--- src/sv/spl_pkg.sv ---
package spl_pkg;

    // Field widths of the sample and level paths.
    localparam int SAMPLE_W  = 16;
    localparam int LEVEL_W   = 16;
    localparam int FRAC_BITS = 15;
    localparam int HELD_W    = LEVEL_W + FRAC_BITS;
    localparam int DECAY_W   = 16;
    localparam int FLY_W     = 16;

    // Default decimation of the frames that count within a block.
    localparam int DECIMATION_DEF = 3;

    // Configuration port geometry: four 32-bit registers at 4*i.
    localparam int APB_DATA_W = 32;
    localparam int APB_ADDR_W = 4;
    localparam int REG_IDX_W  = 2;

    localparam logic [REG_IDX_W-1:0] REG_STEREO_IN  = 2'd0;
    localparam logic [REG_IDX_W-1:0] REG_STEREO_OUT = 2'd1;
    localparam logic [REG_IDX_W-1:0] REG_DECAY      = 2'd2;
    localparam logic [REG_IDX_W-1:0] REG_FLY_BACK   = 2'd3;

    // Register values after reset.
    localparam logic               STEREO_IN_RST  = 1'b1;
    localparam logic               STEREO_OUT_RST = 1'b1;
    localparam logic [DECAY_W-1:0] DECAY_RST      = 16'd64880;
    localparam logic [FLY_W-1:0]   FLY_BACK_RST   = 16'd2;

    // Configuration as seen by the datapath.
    typedef struct packed {
        logic               stereo_in;
        logic               stereo_out;
        logic [DECAY_W-1:0] decay_factor;
        logic [FLY_W-1:0]   fly_back_level;
    } spl_cfg_t;

    // A closed block waiting for the level stage.
    typedef struct packed {
        logic                       valid;
        logic signed [SAMPLE_W-1:0] min_left;
        logic signed [SAMPLE_W-1:0] min_right;
    } spl_close_t;

endpackage

--- src/sv/stereo_peak_level_meter.sv ---
// Channel   Handshake                     Contents
// s_        s_tvalid / s_tready           tdata: sample_left, sample_right; tlast: last_of_block
// m_        m_tvalid / m_tready           tdata: level_left, level_right
// APB       psel, penable, pwrite, pready stereo_in, stereo_out, decay_factor, fly_back_level
//
// One frame is taken every clock cycle unless input stalls. A frame that closes a block
// passes its result on in turn: the minima are merged into a block register, then the
// per-channel level stage applies the decay multiply and loads the output register.
// While the output register is full and not taken, a further closing block waits in
// the block register and input stalls only once both are occupied.
// Reset (aresetn, synchronous, active low) clears minima, phase, levels and valid flags and loads config defaults.
module stereo_peak_level_meter
    import spl_pkg::*;
#(
    parameter int DECIMATION = DECIMATION_DEF
) (
    input  logic                  aclk,
    input  logic                  aresetn,
    // Input frames.
    input  logic                  s_tvalid,
    output logic                  s_tready,
    input  logic [31:0]           s_tdata,   // [15:0] sample_left, [31:16] sample_right
    input  logic                  s_tlast,   // last_of_block
    // Block levels.
    output logic                  m_tvalid,
    input  logic                  m_tready,
    output logic [31:0]           m_tdata,   // [15:0] level_left, [31:16] level_right
    // Configuration port.
    input  logic                  psel,
    input  logic                  penable,
    input  logic                  pwrite,
    input  logic [APB_ADDR_W-1:0] paddr,
    input  logic [APB_DATA_W-1:0] pwdata,
    output logic [APB_DATA_W-1:0] prdata,
    output logic                  pready
);

    localparam int PHASE_W = (DECIMATION > 1) ? $clog2(DECIMATION) : 1;
    localparam logic [PHASE_W-1:0] PHASE_LAST = PHASE_W'(DECIMATION - 1);

    spl_cfg_t            cfg_reg;
    spl_cfg_t            cfg_next;
    logic                cfg_wr;
    logic [REG_IDX_W-1:0] cfg_idx;

    logic [PHASE_W-1:0]  phase_reg;
    logic [PHASE_W-1:0]  phase_next;

    logic                take;
    logic                on_grid;
    logic                advance;
    spl_close_t          close_blk;

    logic signed [SAMPLE_W-1:0] min_left_eff;
    logic signed [SAMPLE_W-1:0] min_right_eff;
    logic [LEVEL_W-1:0]  level_left_next;
    logic [LEVEL_W-1:0]  level_right_next;

    logic                m_tvalid_reg;
    logic                m_tvalid_next;
    logic [31:0]         m_tdata_reg;
    logic [31:0]         m_tdata_next;

    // Configuration writes and read-back.
    assign pready  = 1'b1;
    assign cfg_wr  = psel && penable && pwrite && pready;
    assign cfg_idx = paddr[APB_ADDR_W-1:APB_ADDR_W-REG_IDX_W];

    always_comb begin
        cfg_next = cfg_reg;
        if (cfg_wr) begin
            case (cfg_idx)
                REG_STEREO_IN:  cfg_next.stereo_in      = pwdata[0];
                REG_STEREO_OUT: cfg_next.stereo_out     = pwdata[0];
                REG_DECAY:      cfg_next.decay_factor   = pwdata[DECAY_W-1:0];
                REG_FLY_BACK:   cfg_next.fly_back_level = pwdata[FLY_W-1:0];
                default:        cfg_next = cfg_reg;
            endcase
        end
    end

    always_comb begin
        case (cfg_idx)
            REG_STEREO_IN:  prdata = APB_DATA_W'(cfg_reg.stereo_in);
            REG_STEREO_OUT: prdata = APB_DATA_W'(cfg_reg.stereo_out);
            REG_DECAY:      prdata = APB_DATA_W'(cfg_reg.decay_factor);
            REG_FLY_BACK:   prdata = APB_DATA_W'(cfg_reg.fly_back_level);
            default:        prdata = '0;
        endcase
    end

    // Handshake: a new frame enters unless a closed block is stuck behind a full output.
    assign advance  = close_blk.valid && (!m_tvalid_reg || m_tready);
    assign s_tready = !close_blk.valid || !m_tvalid_reg || m_tready;
    assign take     = s_tvalid && s_tready;
    assign on_grid  = (phase_reg == '0);

    // Position within the decimation cycle; a block close restarts it.
    always_comb begin
        phase_next = phase_reg;
        if (take) begin
            if (s_tlast || (phase_reg == PHASE_LAST)) begin
                phase_next = '0;
            end else begin
                phase_next = phase_reg + 1'b1;
            end
        end
    end

    // Per-channel minimum lanes.
    spl_lane_min u_min_left (
        .aclk      (aclk),
        .aresetn   (aresetn),
        .take      (take),
        .sample_en (on_grid),
        .close     (s_tlast),
        .sample    (s_tdata[15:0]),
        .min_eff   (min_left_eff)
    );

    spl_lane_min u_min_right (
        .aclk      (aclk),
        .aresetn   (aresetn),
        .take      (take),
        .sample_en (on_grid && cfg_reg.stereo_in),
        .close     (s_tlast),
        .sample    (s_tdata[31:16]),
        .min_eff   (min_right_eff)
    );

    // Merge of the lane minima at block close.
    spl_merge u_merge (
        .aclk          (aclk),
        .aresetn       (aresetn),
        .take          (take),
        .last          (s_tlast),
        .advance       (advance),
        .cfg           (cfg_reg),
        .min_left_eff  (min_left_eff),
        .min_right_eff (min_right_eff),
        .close_o       (close_blk)
    );

    // Per-channel held levels; the right level freezes under mono output.
    spl_level u_level_left (
        .aclk           (aclk),
        .aresetn        (aresetn),
        .update         (advance),
        .block_min      (close_blk.min_left),
        .decay_factor   (cfg_reg.decay_factor),
        .fly_back_level (cfg_reg.fly_back_level),
        .level_next     (level_left_next)
    );

    spl_level u_level_right (
        .aclk           (aclk),
        .aresetn        (aresetn),
        .update         (advance && cfg_reg.stereo_out),
        .block_min      (close_blk.min_right),
        .decay_factor   (cfg_reg.decay_factor),
        .fly_back_level (cfg_reg.fly_back_level),
        .level_next     (level_right_next)
    );

    // Output register.
    always_comb begin
        m_tvalid_next = m_tvalid_reg && !m_tready;
        m_tdata_next  = m_tdata_reg;
        if (advance) begin
            m_tvalid_next = 1'b1;
            m_tdata_next  = {level_right_next, level_left_next};
        end
    end

    always_ff @(posedge aclk) begin
        if (!aresetn) begin
            cfg_reg.stereo_in      <= STEREO_IN_RST;
            cfg_reg.stereo_out     <= STEREO_OUT_RST;
            cfg_reg.decay_factor   <= DECAY_RST;
            cfg_reg.fly_back_level <= FLY_BACK_RST;
            phase_reg              <= '0;
            m_tvalid_reg           <= 1'b0;
        end else begin
            cfg_reg      <= cfg_next;
            phase_reg    <= phase_next;
            m_tvalid_reg <= m_tvalid_next;
        end
        m_tdata_reg <= m_tdata_next;
    end

    assign m_tvalid = m_tvalid_reg;
    assign m_tdata  = m_tdata_reg;

endmodule

--- src/sv/spl_lane_min.sv ---
module spl_lane_min
    import spl_pkg::*;
(
    input  logic                       aclk,
    input  logic                       aresetn,
    input  logic                       take,
    input  logic                       sample_en,
    input  logic                       close,
    input  logic signed [SAMPLE_W-1:0] sample,
    output logic signed [SAMPLE_W-1:0] min_eff
);

    logic signed [SAMPLE_W-1:0] min_reg;
    logic signed [SAMPLE_W-1:0] min_next;

    // Running minimum including the sample of the current frame.
    assign min_eff = (sample_en && (sample < min_reg)) ? sample : min_reg;

    // The minimum restarts from zero once the block has closed.
    always_comb begin
        min_next = min_reg;
        if (take) begin
            min_next = close ? '0 : min_eff;
        end
    end

    always_ff @(posedge aclk) begin
        if (!aresetn) begin
            min_reg <= '0;
        end else begin
            min_reg <= min_next;
        end
    end

endmodule

--- src/sv/spl_merge.sv ---
module spl_merge
    import spl_pkg::*;
(
    input  logic                       aclk,
    input  logic                       aresetn,
    input  logic                       take,
    input  logic                       last,
    input  logic                       advance,
    input  spl_cfg_t                   cfg,
    input  logic signed [SAMPLE_W-1:0] min_left_eff,
    input  logic signed [SAMPLE_W-1:0] min_right_eff,
    output spl_close_t                 close_o
);

    spl_close_t close_reg;
    spl_close_t close_next;
    logic signed [SAMPLE_W-1:0] min_left_m;

    // With stereo input and mono output the left level follows the smaller of both minima.
    assign min_left_m = (cfg.stereo_in && !cfg.stereo_out && (min_right_eff < min_left_eff))
                        ? min_right_eff : min_left_eff;

    // Capture a closing block; release the slot once the level stage takes it.
    always_comb begin
        close_next = close_reg;
        if (take && last) begin
            close_next.valid     = 1'b1;
            close_next.min_left  = min_left_m;
            close_next.min_right = min_right_eff;
        end else if (advance) begin
            close_next.valid = 1'b0;
        end
    end

    always_ff @(posedge aclk) begin
        if (!aresetn) begin
            close_reg.valid <= 1'b0;
        end else begin
            close_reg.valid <= close_next.valid;
        end
        close_reg.min_left  <= close_next.min_left;
        close_reg.min_right <= close_next.min_right;
    end

    assign close_o = close_reg;

endmodule

--- src/sv/spl_level.sv ---
module spl_level
    import spl_pkg::*;
(
    input  logic                       aclk,
    input  logic                       aresetn,
    input  logic                       update,
    input  logic signed [SAMPLE_W-1:0] block_min,
    input  logic [DECAY_W-1:0]         decay_factor,
    input  logic [FLY_W-1:0]           fly_back_level,
    output logic [LEVEL_W-1:0]         level_next
);

    localparam int PROD_W = HELD_W + DECAY_W;

    logic [HELD_W-1:0]   held_reg;
    logic [HELD_W-1:0]   held_next;
    logic [PROD_W-1:0]   product;
    logic [HELD_W-1:0]   decayed;
    logic [HELD_W-1:0]   thresh;
    logic [HELD_W-1:0]   peak;
    logic [HELD_W-1:0]   new_level;
    logic [SAMPLE_W:0]   neg_min;

    // Negated minimum as a Q16.15 peak; the most negative sample gives 32768.
    assign neg_min = -{block_min[SAMPLE_W-1], block_min};
    assign peak    = {neg_min[LEVEL_W-1:0], {FRAC_BITS{1'b0}}};

    // Decay by the Q0.16 factor, truncating; below the fly-back level snap to zero.
    assign product   = PROD_W'(held_reg) * PROD_W'(decay_factor);
    assign thresh    = {fly_back_level, {FRAC_BITS{1'b0}}};
    assign decayed   = (held_reg >= thresh) ? product[PROD_W-1:DECAY_W] : '0;
    assign new_level = (peak > decayed) ? peak : decayed;

    assign held_next  = update ? new_level : held_reg;
    assign level_next = held_next[HELD_W-1:FRAC_BITS];

    always_ff @(posedge aclk) begin
        if (!aresetn) begin
            held_reg <= '0;
        end else begin
            held_reg <= held_next;
        end
    end

endmodule
--- config.mk ---
export PLATFORM = sky130hd
export DESIGN_NAME = stereo_peak_level_meter
export DESIGN_NICKNAME = d
export VERILOG_FILES = /design/src/sv/spl_pkg.sv /design/src/sv/stereo_peak_level_meter.sv /design/src/sv/spl_lane_min.sv /design/src/sv/spl_merge.sv /design/src/sv/spl_level.sv
export SDC_FILE = /design/constraint.sdc
export NUM_CORES = 2
export LEC_CHECK = 0
export BUFFER_PORTS_ARGS = -buffer_cell sky130_fd_sc_hd__buf_2
export CORE_UTILIZATION = 30
export DETAILED_ROUTE_END_ITERATION = 10
export MAX_ROUTING_LAYER = met4
export PLACE_DENSITY = 0.48
export SKIP_CTS_REPAIR_TIMING = 1
export SYNTH_ARGS = -nofsm -noshare
export SYNTH_HDL_FRONTEND = slang
export SYNTH_SLANG_ARGS = --single-unit
--- constraint.sdc ---
create_clock -name aclk -period 9.95 [get_ports aclk]
set_clock_uncertainty 0.2 [all_clocks]
set_input_delay 0.4975 -clock aclk [delete_from_list [all_inputs] [get_ports aclk]]
set_output_delay 0.4975 -clock aclk [all_outputs]
set_load 0.005 [all_outputs]
==> impl_results.md <==
* Worst path bufs/invs at 13
* P per Cell Area at 85.0 nW/um^2
* Post-synth EDFFs at 64
* CTS tree: built
* Post-synthesis cell area at 43400 um^2
* WP data required at 10.22 ns
* Period utilisation layout at about 96%
* Setup-failing EPs final at 0
* Lkg Pwr at around 24 nW
* CTS root buffer: clkbuf_16
* ANT nets after route at 0
* Port Buffers at 107
* Top_reg_cell synth: dfxtp_1
* Largest net degree at the start of global routing at 71
* Dpl ws at -0.513 ns
* Hold_sp: pwdata[6]
* Hold WC Path Type: primary input to register
* Post-synthesis sequential area ratio at between 10% and 20%
* Highest clock rate at approximately 100 MHz
* Vias in the first global route at around 37000
* FF-to-FF setup slack at 0.40 ns
* Placed wire-length estimate at around 110000 um
* Slew Viols, Final at 0
* Synth cell types at 75
* Max-Cap Viols at 0
* Min-Delay Path Depth at 3
* Final hold viol count at 0
* Multi-input logic area at 34200 um^2
* # placed instances at 7272
* Max reg flops at 34
* Fraction of registers with async set/reset at 0%
* Synthesized area per cell at approximately 8.5 um^2
* Final WL at ~140000 um
* Total track usage at between 10% and 20%
* Core Area at 143000 um^2
* Drt drc at 0
* Outcome: complete, no violations
* Peak VDD IR at 0.000146 V
* DIE HEIGHT at 382 um
* FF-to-FF End: u_level_right.held_reg[1]
* Post-layout net count at ~6600
* Synth warnings at 0
* Post-Syn Instances at approximately 5100
* Worst-Skew Late Latency at 0.52 ns
* Cell row count at between 100 and 150
* Clk sink count at 196
* Wire per inst at 18.6 um
* P&R area growth vs syn at 15.5%
* CP max-delay cell: or4_4
* Setup ws final at just over 0.4 ns
* Placer Congestion at 0.879
* Htree depth at 4
* Vias per cell at 4.83
* RSZ-0062 raised after global routing: yes
* R2r worst-path depth at 38
* Vias at between 30000 and 40000
* Layout cell share with drive strength beyond 1 at between 10% and 20%
* CP max FO at 11
* Area share of the largest cell type after synthesis at 37.2%
* Initial antenna violation count at 8
* Filler cell count at between 15000 and 20000
* Initial core utilization at 30.2%
* Clock Tree Buf Depth at 2
* Worst path max stage delay at around 0.55 ns
* Crit Path Category: register to register
* Synth top area cells: fa_1, ha_1, inv_1
* Critical Path AT at 9.82 ns
* Worst-path clk slew at 0.10 ns
* Top Ports at 143
* Die ar. at 146000 um^2
* Least-Margin Pin Slew at 1.22 ns
* Slew HR at 18.8%
* First-pass GRT wire length at 217000 um
* DR iter-0 viols at 2219
* Register area at 4630 um^2
* Chip width at 382 um
* Worst Setup End Kind: register
* CTS buffer count at 17
* CP most frequent cell: buf_4
* RR Startpoint: cfg_reg[17]
* Hold endpoint: cfg_reg[22]
* Seq cells post-synth at 196
* Total grt overflow at 0
* Crit path time final at around 9.5 ns
* Pre-antenna DRT Iters at 5
* Worst Setup Start Kind: register
* Setup_tns at 0 ns
* CP delay by family, top: adder cells
* Largest area contributor in the netlist: fa_1
* Non-filler cells, final at about 7300
[worst max-delay path by stage]
stage	from	cells past startpoint	slack, ns	end
floorplan	cfg_reg[17]	33	0.28	m_tdata[27]
global placement	cfg_reg[17]	32	-0.45	m_tdata[16]
detailed placement	cfg_reg[17]	32	-0.51	m_tdata[16]
CTS	cfg_reg[17]	32	-0.56	m_tdata[16]
global route	cfg_reg[21]	39	-0.004	u_level_right.held_reg[1]
finish	cfg_reg[17]	38	0.40	u_level_right.held_reg[1]
[kinds of logic (layout without fill, tap and decap cells)]
| family | after synthesis | count (layout) | share of synthesized area, % |
|---|---|---|---|
| DFF | 196 | 196 | 10.5 |
| other | 2 | 23 | 0.0173 |
| and+or+nand+nor | 1682 | 1682 | 18.2 |
| muxes | 55 | 55 | 1.35 |
| buffers and inverters | 1287 | 1596 | 11.3 |
| AOI/OAI and AO/OA | 637 | 637 | 9.90 |
| adders and majority gates | 1151 | 1151 | 47.1 |
| xor gates and xnor gates | 76 | 76 | 1.53 |
[cells in the final DEF, fill, tap and decap left out, types with 33 or more instances in the layout]
| cell type | synthesis | routed |
|---|---|---|
| a211oi_1 | 63 | 59 |
| a21o_1 | 88 | 88 |
| a21oi_1 | 182 | 174 |
| and2_1 | 375 | 375 |
| buf_2 | 1 | 107 |
| buf_4 | 17 | 434 |
| dfxtp_1 | 132 | 106 |
| edfxtp_1 | 64 | 64 |
| fa_1 | 806 | 806 |
| ha_1 | 345 | 345 |
| inv_1 | 981 | 980 |
| mux2i_1 | 36 | 36 |
| nand2_1 | 868 | 868 |
| nand3_1 | 54 | 54 |
| nand4_1 | 47 | 47 |
| nor2_1 | 171 | 169 |
| nor2b_1 | 35 | 35 |
| nor3_1 | 34 | 33 |
| o211ai_1 | 35 | 35 |
| o21ai_0 | 56 | 54 |
| xnor2_1 | 51 | 51 |
[per-stage QoR]
step	power (W)	area [um^2]	hold WS, ns	util, %
floorplan	0.00254	43400	0.249	-
global placement	0.00344	49100	0.257	34.2
detailed placement	0.00345	49100	0.264	34.2
CTS	0.00428	49700	-0.0153	34.7
global route	0.00463	50100	0.00623	34.9
finish	0.00426	50100	0.0233	34.9
[power by group]
| group | switching (W) | internal (W) |
|---|---|---|
| combinational | 0.00151 | 0.00105 |
| sequential | 0.0000392 | 0.000855 |
| clock | 0.000447 | 0.000357 |
| total | 0.00200 | 0.00226 |
[cells in the mapped netlist, types with 63 or more instances]
cell type and number:
inv_1 981, nand2_1 868, fa_1 806, and2_1 375, ha_1 345, clkbuf_1 277
a21oi_1 182, nor2_1 171, dfxtp_1 132, a21o_1 88, edfxtp_1 64, a211oi_1 63
[tightest hold or removal path, stage by stage]
cell and delay (ns):
buf_2 0.09, nand2_1 0.04, nand3_1 0.07
[metal layers]
metal / vias up / part of all wire, % / routed length, um / GRT usage, %
li1: 16447 / - / - / -
met2: 742 / 48 / 65200 / 32.0
met5: - / 0 / 0 / -
met1: 18032 / 45 / 62000 / 26.1
met3: 116 / 4.7 / 6340 / 2.18
met4: 0 / 2.1 / 2900 / 4.30
[final cells by class]
type                            instances  area share (%)
Clock buffer                           17           0.849
Sequential cell                       196            9.24
Clock inverter                         15           0.462
Tap cell                             1903            4.75
Inverter                              982            7.36
Antenna cell                            6          0.0300
Multi-Input combinational cell       3618            68.2
Timing Repair Buffer                  582            9.06
Note: power is estimated with default switching activity, not from simulation.
